<file path="config.mk">
export PLATFORM = sky130hd
export DESIGN_NAME = base64_stream_decoder_core
export DESIGN_NICKNAME = d
export VERILOG_FILES = /design/src/sv/b64d_pkg.sv /design/src/sv/base64_stream_decoder_core.sv /design/src/sv/b64d_decode.sv /design/src/sv/b64d_outbuf.sv
export SDC_FILE = /design/constraint.sdc
export NUM_CORES = 1
export LEC_CHECK = 0
export CAP_MARGIN = 40
export CORE_UTILIZATION = 44
export CTS_CLUSTER_DIAMETER = 200
export DETAILED_ROUTE_END_ITERATION = 8
export DONT_BUFFER_PORTS = 1
export GPL_TIMING_DRIVEN = 0
export PLACE_DENSITY = 0.56
export SLEW_MARGIN = 30
export SYNTH_ARGS = -nofsm -noshare
export SYNTH_HDL_FRONTEND = slang
export SYNTH_SLANG_ARGS = --single-unit
</file>
<file path="constraint.sdc">
create_clock -name clk_i -period 4.3 [get_ports clk_i]
set_input_delay 0.645 -clock clk_i [delete_from_list [all_inputs] [get_ports clk_i]]
set_output_delay 0.645 -clock clk_i [all_outputs]
set_load 0.01 [all_outputs]
</file>
<file path="src/sv/b64d_pkg.sv">
`timescale 1ns / 1ps
`default_nettype none
package b64d_pkg;

  localparam int unsigned ResMax   = 3;
  localparam int unsigned BufDepth = 6;
  localparam int unsigned BufCntW  = $clog2(BufDepth + 1);
  localparam int unsigned ResCntW  = $clog2(ResMax + 1);

  localparam logic [7:0] CharPad   = 8'h3d;
  localparam logic [7:0] CharPlus  = 8'h2b;
  localparam logic [7:0] CharSlash = 8'h2f;
  localparam logic [7:0] SextetBad = 8'hff;

  localparam logic [1:0] FillTwo   = 2'd2;
  localparam logic [1:0] FillThree = 2'd3;

  typedef struct packed {
    logic [1:0]  group_fill;
    logic [17:0] held_sextets;
    logic        pad_seen;
  } state_t;

  typedef struct packed {
    logic [7:0] out_byte;
    logic       byte_valid;
    logic       msg_end;
  } result_t;

  function automatic logic [7:0] sextet_of(input logic [7:0] c);
    logic [7:0] s;
    s = SextetBad;
    if (c >= 8'h41 && c <= 8'h5a) begin
      s = c - 8'h41;
    end else if (c >= 8'h61 && c <= 8'h7a) begin
      s = c - 8'd71;
    end else if (c >= 8'h30 && c <= 8'h39) begin
      s = c + 8'd4;
    end else if (c == CharPlus) begin
      s = 8'd62;
    end else if (c == CharSlash) begin
      s = 8'd63;
    end
    return s;
  endfunction

endpackage
`default_nettype wire

</file>
<file path="src/sv/base64_stream_decoder_core.sv">
// streaming base64 decoder, standard alphabet
// slave side: one character per request on s_axis_tdata, s_axis_tlast marks
// the final character of a message
// master side: one decoded byte per request on m_axis_tdata, m_axis_tuser
// set when the byte carries data (clear for a bare end marker), m_axis_tlast
// on the final result of a message
// every fourth character yields three bytes; the first '=' stops decoding
// until the end of the message; a partial group of k characters at the end
// yields k-1 bytes, or a bare end marker if none is due
// a result is written into the result buffer when its character is taken
// and reaches the master side once the results ahead of it have left
// throughput: one character per cycle and one byte per cycle; a six-entry
// result buffer feeds the master side, and s_axis_tready drops while more
// than three results wait in it
// a stalled receiver only fills that buffer; no result is lost or repeated
// reset clears the group state and empties the buffer
`timescale 1ns / 1ps
`default_nettype none
module base64_stream_decoder_core (
  input  wire logic       clk_i,
  input  wire logic       rst_ni,
  input  wire logic       s_axis_tvalid,
  output logic            s_axis_tready,
  input  wire logic [7:0] s_axis_tdata,  // in_char[7:0]
  input  wire logic       s_axis_tlast,
  output logic            m_axis_tvalid,
  input  wire logic       m_axis_tready,
  output logic [7:0]      m_axis_tdata,  // out_byte[7:0]
  output logic            m_axis_tuser,  // byte_valid
  output logic            m_axis_tlast
);

  b64d_pkg::state_t  state_q, state_d;
  b64d_pkg::result_t res [b64d_pkg::ResMax];
  b64d_pkg::result_t head;
  logic [b64d_pkg::ResCntW-1:0] res_cnt;
  logic accept;

  assign accept = s_axis_tvalid && s_axis_tready;

  b64d_decode u_decode (
    .state_i     (state_q),
    .in_char_i   (s_axis_tdata),
    .char_last_i (s_axis_tlast),
    .state_o     (state_d),
    .res_o       (res),
    .res_cnt_o   (res_cnt)
  );

  b64d_outbuf u_outbuf (
    .clk_i     (clk_i),
    .rst_ni    (rst_ni),
    .push_i    (accept),
    .res_i     (res),
    .res_cnt_i (res_cnt),
    .space_o   (s_axis_tready),
    .tvalid_o  (m_axis_tvalid),
    .tready_i  (m_axis_tready),
    .head_o    (head)
  );

  assign m_axis_tdata = head.out_byte;
  assign m_axis_tuser = head.byte_valid;
  assign m_axis_tlast = head.msg_end;

  always_ff @(posedge clk_i or negedge rst_ni) begin
    if (!rst_ni) begin
      state_q <= '0;
    end else if (accept) begin
      state_q <= state_d;
    end
  end

endmodule
`default_nettype wire

</file>
<file path="src/sv/b64d_decode.sv">
`timescale 1ns / 1ps
`default_nettype none
module b64d_decode (
  input  wire b64d_pkg::state_t  state_i,
  input  wire logic [7:0]        in_char_i,
  input  wire logic              char_last_i,
  output b64d_pkg::state_t       state_o,
  output b64d_pkg::result_t      res_o [b64d_pkg::ResMax],
  output logic [b64d_pkg::ResCntW-1:0] res_cnt_o
);

  localparam int unsigned ResCntW = b64d_pkg::ResCntW;

  always_comb begin
    b64d_pkg::state_t st;
    logic [7:0] s3;
    logic [5:0] s0, s1, s2;
    logic [7:0] b0, b1, b2;
    logic [b64d_pkg::ResCntW-1:0] n;

    st = state_i;
    n  = '0;
    b2 = '0;
    s3 = b64d_pkg::sextet_of(in_char_i);
    for (int i = 0; i < b64d_pkg::ResMax; i++) begin
      res_o[i] = '0;
    end

    if (!st.pad_seen) begin
      if (in_char_i == b64d_pkg::CharPad) begin
        st.pad_seen = 1'b1;
      end else if (st.group_fill == b64d_pkg::FillThree) begin
        s0 = st.held_sextets[17:12];
        s1 = st.held_sextets[11:6];
        s2 = st.held_sextets[5:0];
        b0 = {s0, s1[5:4]};
        b1 = {s1[3:0], s2[5:2]};
        b2 = {s2[1:0], 6'd0} + s3;
        res_o[0] = '{out_byte: b0, byte_valid: 1'b1, msg_end: 1'b0};
        res_o[1] = '{out_byte: b1, byte_valid: 1'b1, msg_end: 1'b0};
        res_o[2] = '{out_byte: b2, byte_valid: 1'b1, msg_end: char_last_i};
        n = ResCntW'(3);
        st.group_fill   = '0;
        st.held_sextets = '0;
      end else begin
        case (st.group_fill)
          2'd0:    st.held_sextets[17:12] = s3[5:0];
          2'd1:    st.held_sextets[11:6]  = s3[5:0];
          default: st.held_sextets[5:0]   = s3[5:0];
        endcase
        st.group_fill = st.group_fill + 2'd1;
      end
    end

    s0 = st.held_sextets[17:12];
    s1 = st.held_sextets[11:6];
    s2 = st.held_sextets[5:0];
    b0 = {s0, s1[5:4]};
    b1 = {s1[3:0], s2[5:2]};

    if (char_last_i) begin
      if (n == '0) begin
        case (st.group_fill)
          b64d_pkg::FillTwo: begin
            res_o[0] = '{out_byte: b0, byte_valid: 1'b1, msg_end: 1'b1};
            n = ResCntW'(1);
          end
          b64d_pkg::FillThree: begin
            res_o[0] = '{out_byte: b0, byte_valid: 1'b1, msg_end: 1'b0};
            res_o[1] = '{out_byte: b1, byte_valid: 1'b1, msg_end: 1'b1};
            n = ResCntW'(2);
          end
          default: begin
            res_o[0] = '{out_byte: 8'd0, byte_valid: 1'b0, msg_end: 1'b1};
            n = ResCntW'(1);
          end
        endcase
      end
      st = '0;
    end

    state_o   = st;
    res_cnt_o = n;
  end

endmodule
`default_nettype wire

</file>
<file path="src/sv/b64d_outbuf.sv">
`timescale 1ns / 1ps
`default_nettype none
module b64d_outbuf (
  input  wire logic                          clk_i,
  input  wire logic                          rst_ni,
  input  wire logic                          push_i,
  input  wire b64d_pkg::result_t             res_i [b64d_pkg::ResMax],
  input  wire logic [b64d_pkg::ResCntW-1:0]  res_cnt_i,
  output logic                               space_o,
  output logic                               tvalid_o,
  input  wire logic                          tready_i,
  output b64d_pkg::result_t                  head_o
);

  localparam int unsigned Depth = b64d_pkg::BufDepth;
  localparam int unsigned CntW  = b64d_pkg::BufCntW;

  b64d_pkg::result_t slot_q [Depth];
  b64d_pkg::result_t slot_d [Depth];
  logic [CntW-1:0]   cnt_q, cnt_d;

  logic pop;

  assign pop      = tvalid_o && tready_i;
  assign tvalid_o = (cnt_q != '0);
  assign space_o  = (cnt_q <= CntW'(Depth - b64d_pkg::ResMax));
  assign head_o   = slot_q[0];

  always_comb begin
    logic [CntW-1:0] base;
    base = cnt_q - CntW'(pop);
    for (int i = 0; i < Depth; i++) begin
      if (pop && i < Depth - 1) begin
        slot_d[i] = slot_q[i + 1];
      end else begin
        slot_d[i] = slot_q[i];
      end
      for (int j = 0; j < b64d_pkg::ResMax; j++) begin
        if (push_i && (CntW'(j) < CntW'(res_cnt_i)) && (CntW'(i) == base + CntW'(j))) begin
          slot_d[i] = res_i[j];
        end
      end
    end
    cnt_d = base + (push_i ? CntW'(res_cnt_i) : '0);
  end

  always_ff @(posedge clk_i) begin
    slot_q <= slot_d;
  end

  always_ff @(posedge clk_i or negedge rst_ni) begin
    if (!rst_ni) begin
      cnt_q <= '0;
    end else begin
      cnt_q <= cnt_d;
    end
  end

endmodule
`default_nettype wire

</file>
Word-level counts from Yosys, hierarchy flattened

Index checks and enable logic that the tools add are counted.

Output and inout port bits: 12
Flip-flop bits (word level): 84
Word-level logic and storage cells: 157

Add/subtract/negate cells: 9
Magnitude comparators: 10
Reductions and logical operators: 40
Eq/ne operators: 25
Mux-type cells: 50

Operator list:

| operator                                                                         | count |
|---|---|
| 10-bit 2-to-1 mux                                                                | 24 |
| 30-bit 2-to-1 mux                                                                | 3 |
| 20-bit 2-to-1 mux                                                                | 4 |
| 21-bit 2-to-1 mux                                                                | 2 |
| 8-bit 2-to-1 mux                                                                 | 5 |
| 1-bit logical AND                                                                | 26 |
| 8-bit by 6-bit == test with 1-bit output, second input constant                  | 3 |
| 10-bit case mux with 2 select lines                                              | 1 |
| 4-bit nonzero test                                                               | 5 |
| 2-bit by 3-bit == test with 1-bit output, first input constant                   | 6 |
| 3-bit == test, first input constant                                              | 6 |
| 6-bit 2-to-1 mux                                                                 | 3 |
| 8-bit by 7-bit >= comparator with 1-bit output, second input constant            | 2 |
| 8-bit by 7-bit less-or-equal comparator with 1-bit output, second input constant | 2 |
| 8-bit by 7-bit subtractor with 8-bit output, second input constant               | 2 |
| 2-bit 2-to-1 mux                                                                 | 7 |
| 1-bit by 3-bit == test with 1-bit output, first input constant                   | 3 |
| 3-bit zero test                                                                  | 3 |
| 8-bit by 3-bit adder with 8-bit output, second input constant                    | 1 |
| 8-bit adder                                                                      | 1 |
| 8-bit by 6-bit >= comparator with 1-bit output, second input constant            | 1 |
| 8-bit by 6-bit less-or-equal comparator with 1-bit output, second input constant | 1 |
| 2-bit == test, second input constant                                             | 3 |
| 3-bit nonzero test                                                               | 2 |
| other kinds (15)                                                                 | 18 |

Longest topological paths before layout

Depth after elaboration: 20
Gate-level depth with buffers: 15
Depth with buffers taken out: 14

By module

Synthesis repeated with hierarchy kept, for this count alone.

Cell total of the unflattened synthesis: 734
Area, all modules: 6,637.6 um^2

By module, submodules not included:

| module                     | times used | seq. area each (um^2) | cells an instance | area each (um^2) |
|---|---|---|---|---|
| b64d_outbuf                | 1          | 1,876.8               | 453               | 4,234.1 |
| b64d_decode                | 1          | 0.0                   | 235               | 1,537.7 |
| base64_stream_decoder_core | 1          | 525.5                 | 46                | 865.8 |

Worst setup path before layout

OpenSTA, ideal clock, no wires.

Path type: register to register
From: register u_outbuf.cnt_q[2]
To: register u_outbuf.slot_q[40] in the netlist's numbering (enable)
Library setup time: 0.353 ns
Data arrival time: 3.180 ns
Clock period less this slack: 3.533 ns
Stages on the path, launching flop included: 15
Setup slack: 0.767 ns
Cells stage by stage: dfrtp_1 > inv_1 > nand3_1 > nand2_1 > inv_1 > ha_1 > ha_1 > buf_2 > nor2_1 > ha_1 > clkbuf_1 > and3_1 > buf_2 > nor2_1 > nand3_1

Elaborated cells on any way between the ends: 17
Classes of those cells: add/sub (3); order compare (1); eq/ne (3); reduce/logical (10)

RTL lines:

| element                                                     | RTL line                         | source |
|---|---|---|
| start: declaration                                          | b64d_outbuf.sv:20                | `logic [CntW-1:0] cnt_q, cnt_d;` |
| start signal: assignment                                    | b64d_outbuf.sv:55                | `cnt_q <= cnt_d;` |
| 3-bit by 2-bit less-or-equal comparator with 1-bit output * | b64d_outbuf.sv:26                | `assign space_o = (cnt_q <= CntW'(Depth - b64d_pkg::ResMax));` |
| via s_axis_tready                                           | base64_stream_decoder_core.sv:23 | `output logic s_axis_tready,` |
| 1-bit logical AND *                                         | base64_stream_decoder_core.sv:39 | `assign accept = s_axis_tvalid && s_axis_tready;` |
| 1-bit logical AND (2 in a row)                              | b64d_outbuf.sv:39                | `if (push_i && (CntW'(j) < CntW'(res_cnt_i)) && (CntW'(i) == base + CntW'(j))) begin` |
| 4-bit nonzero test (no source line) *                       | --                               |  |
| end signal: assignment                                      | b64d_outbuf.sv:48                | `slot_q <= slot_d;` |
| end: declaration                                            | b64d_outbuf.sv:18                | `b64d_pkg::result_t slot_q [Depth];` |

The timed path passes the listed nets; every way through them passes the cells marked *.
A chain may end at the register's enable or synchronous reset.

==> qor.yml <==
route:
  drc: 0
  routed_via_density: 6.447
  wl_um: 19130
  first_iter_violations: 674
  drtAntennaViolNets: 0
  drtPass1Iterations: 7
  drt-wirelength-per-cell_um: 22.42
  vias: 5499
place:
  numPlacedInstances: 834
  place_congestion: 0.9547
  port_buffers: 0
  dpl-instance-area_sq_um: 6347
  dp_slack_ns: -0.2304
  hpwl_um: 14200
synthesis:
  yosys.area.top_type_share_pct: 29.41
  synthMostInstantiatedCell: "nand2_1"
  syn_inst: 658
  synth-edff-count: 60
  synth.ff_latch_count: 84
  ys_top_cells_by_count: "73 x nand2_1, 60 x edfxtp_1, 57 x nor2_1"
  ys_seq_area_share_pct: 39.21
  synth_area_leaders: "edfxtp_1 29%, dfrtp_1 9.8%, nand2_1 4.5%"
  ys_async_sr_fraction_pct: 28.57
  syn_avg_cell_area_sq_um: 9.312
  synth_fp_nets: 688
  yosys.area.top_type: "edfxtp_1"
  synth_area_sq_um: 6127
  ys_types: 81
  synth_flop_cell: "edfxtp_1"
  yosysWarnings: 0
clock_network:
  clk_latency_ns: 0.35
  htreeDepth: 3
  cts_buffers: 9
  postCtsSetupRepairBufs: 0
  cts.sinks: 84
  cts_root_buf: "clkbuf_16"
  cts_tree: "built"
  clk_pin_slew_worst_paths_ns: 0.06
  clk_path_buf_depth: 2
critical_path:
  worstPathMaxFanout: 10
  crit_path_start_kind: "flop"
  required_ns: 4.40
  crit_path_end_kind: "flop"
  cp_data_arrival_time_ns: 4.10
  crit_type: "reg2reg"
cells_and_area:
  final_cell_area_sq_um: 6706
  n_antenna_cell: 0
  drive_gt1_share_pct: 14.48
  syn2layout_area_growth_pct: 9.455
  final_cell_count_no_fill: 853
  nets: 702
floorplanning:
  dieArea_sq_um: 14400
  dieHeight_um: 120.0
  core-area_sq_um: 13400
  boundaryPins: 25
  chipWidth_um: 120.0
  initial_core_util_pct: 45.72
  fp-row-count: 42
power:
  ir_worst_vdd_mv: 0.4852
  p_per_area_nw_per_um2: 599.0
  p_leak_nw: 2.562
  finalPower_w: 0.004017
sta:
  setup_tns_ns: 0
  tightest_slew_ns: 0.9109
  rsz0062_at_grt: "false"
  relSlewSlack_pct: 39.09
  fin_crit_sh_pct: 93.10
  max_freq_ghz: 0.2498
  timing_hold_violations_final: 0
  fin_ws_ns: 0.2966
  period_minus_slack_ns: 4.003
  setup_viol: 0
  maxSlewViolCount: 0
  fin_worst_skew_ns: 0.008583
global_route:
  grt_pass1_vias: 5054
  antenna_found_initial: 0
  grt_pass1_wl_um: 29610
  grt_overflow: 0
  grt_max_degree: 25
  grtUsageTotal_pct: 27.46
worst_hold_path:
  worst_hold_path_type: "in2async"
outcome:
  status: "completed"
flow_run:
  cap_violations: 0
## worst max-delay path, stage by stage (launching register included)
cell and delay, ns:
dfrtp_1 0.44, inv_1 0.14, nand3_1 0.17, nand2_2 0.24, inv_1 0.07, ha_1 0.18
ha_1 0.20, xor2_2 0.30, inv_1 0.21, ha_1 0.36, clkbuf_1 0.24, nor4_2 0.63
nor2_1 0.18, a221o_1 0.37
## cells by family after synthesis
family	after synthesis	share of synthesized area, %
and+or+nand+nor	251	20.77
AOI/OAI and AO/OA	224	28.38
DFF	84	39.21
adders and majority gates	17	3.594
buffers and inverters	68	5.881
xor gates and xnor gates	6	0.8578
muxes	8	1.307
## path summary, 6_finish.rpt
kind | start | to | slack [ns] | cells after the start
max in group asynchronous | rst_ni | state_q[6]$_DFFE_PN0P_ | 4.05 | 1
min in group clk_i | state_q[6]$_DFFE_PN0P_ | state_q[6]$_DFFE_PN0P_ | 0.51 | 1
worst max-delay path | u_outbuf.cnt_q[2]$_DFF_PN0_ | u_outbuf.slot_q[9]$_DFFE_PP_ | 0.30 | 13
worst min-delay path | rst_ni | state_q[5]$_DFFE_PN0P_ | 0.10 | 1
worst min register to register | state_q[6]$_DFFE_PN0P_ | state_q[6]$_DFFE_PN0P_ | 0.51 | 1
worst max register to register | u_outbuf.cnt_q[2]$_DFF_PN0_ | u_outbuf.slot_q[9]$_DFFE_PP_ | 0.30 | 13
## state kept, by name, indices dropped and copies added (netlist names)
name	cells
state_q	21
u_outbuf.cnt_q	3
u_outbuf.head_o	10
u_outbuf.slot_q	50
## stage by stage
stage | util [%] | hold slack, ns
floorplan | - | 0.3494
global placement | 47.37 | 0.3499
detailed placement | 47.37 | 0.3499
CTS | 49.82 | 0.1009
global route | 50.05 | 0.1071
finish | 50.05 | 0.1024
## cells in the final DEF (no fill, tap or decap), types with 9 or more instances in the layout
master | synthesis | routed
a21oi_1 | 31 | 31
a221o_1 | 15 | 15
a22o_1 | 14 | 14
a22oi_1 | 25 | 25
a31oi_1 | 9 | 9
and2_1 | 10 | 10
and3_1 | 14 | 14
buf_2 | 21 | 21
buf_4 | 15 | 15
clkbuf_1 | 12 | 13
clkbuf_16 | 0 | 9
dfrtp_1 | 24 | 24
edfxtp_1 | 60 | 60
ha_1 | 16 | 16
inv_1 | 17 | 17
nand2_1 | 73 | 72
nand3_1 | 43 | 41
nor2_1 | 57 | 55
nor3_1 | 10 | 10
o211ai_1 | 14 | 14
o21ai_0 | 18 | 17
o21ai_1 | 17 | 18
## metal layers
layer	global-route usage [%]	vias to the layer above	share of wire (%)
li1	-	2546	-
met1	39.51	2583	45
met2	38.61	308	41
met3	5.276	62	8.8
met4	14.45	0	5.4
met5	0	-	0
## cell type report
cell class                 count  area [sq um]
fill                        1278          6694
multi-input combinational    506          3390
sequential                    84          2402
buffer                        51         296.5
clock buffer                  10         229.0
tap                          176         220.2
clock inverter                 6         72.57
inverter                      17         63.81
timing repair buffer           3         32.53
## where the power goes
group          internal [W]  total, W  leakage, nW  switching (W)
registers           0.00124   0.00137        0.884       0.000127
clock network      0.000457  0.000810        0.137       0.000353
logic              0.000613   0.00184         1.54        0.00122
total               0.00231   0.00402         2.56        0.00170
## timing repair
item	in CTS	in global routing
endpoints found under the setup margin	10	52
hold buffers	1	0
endpoints found under the hold margin	24	0
gates cloned	0	0
gates resized for setup	2	4
Power figures use the tool's default switching activity.
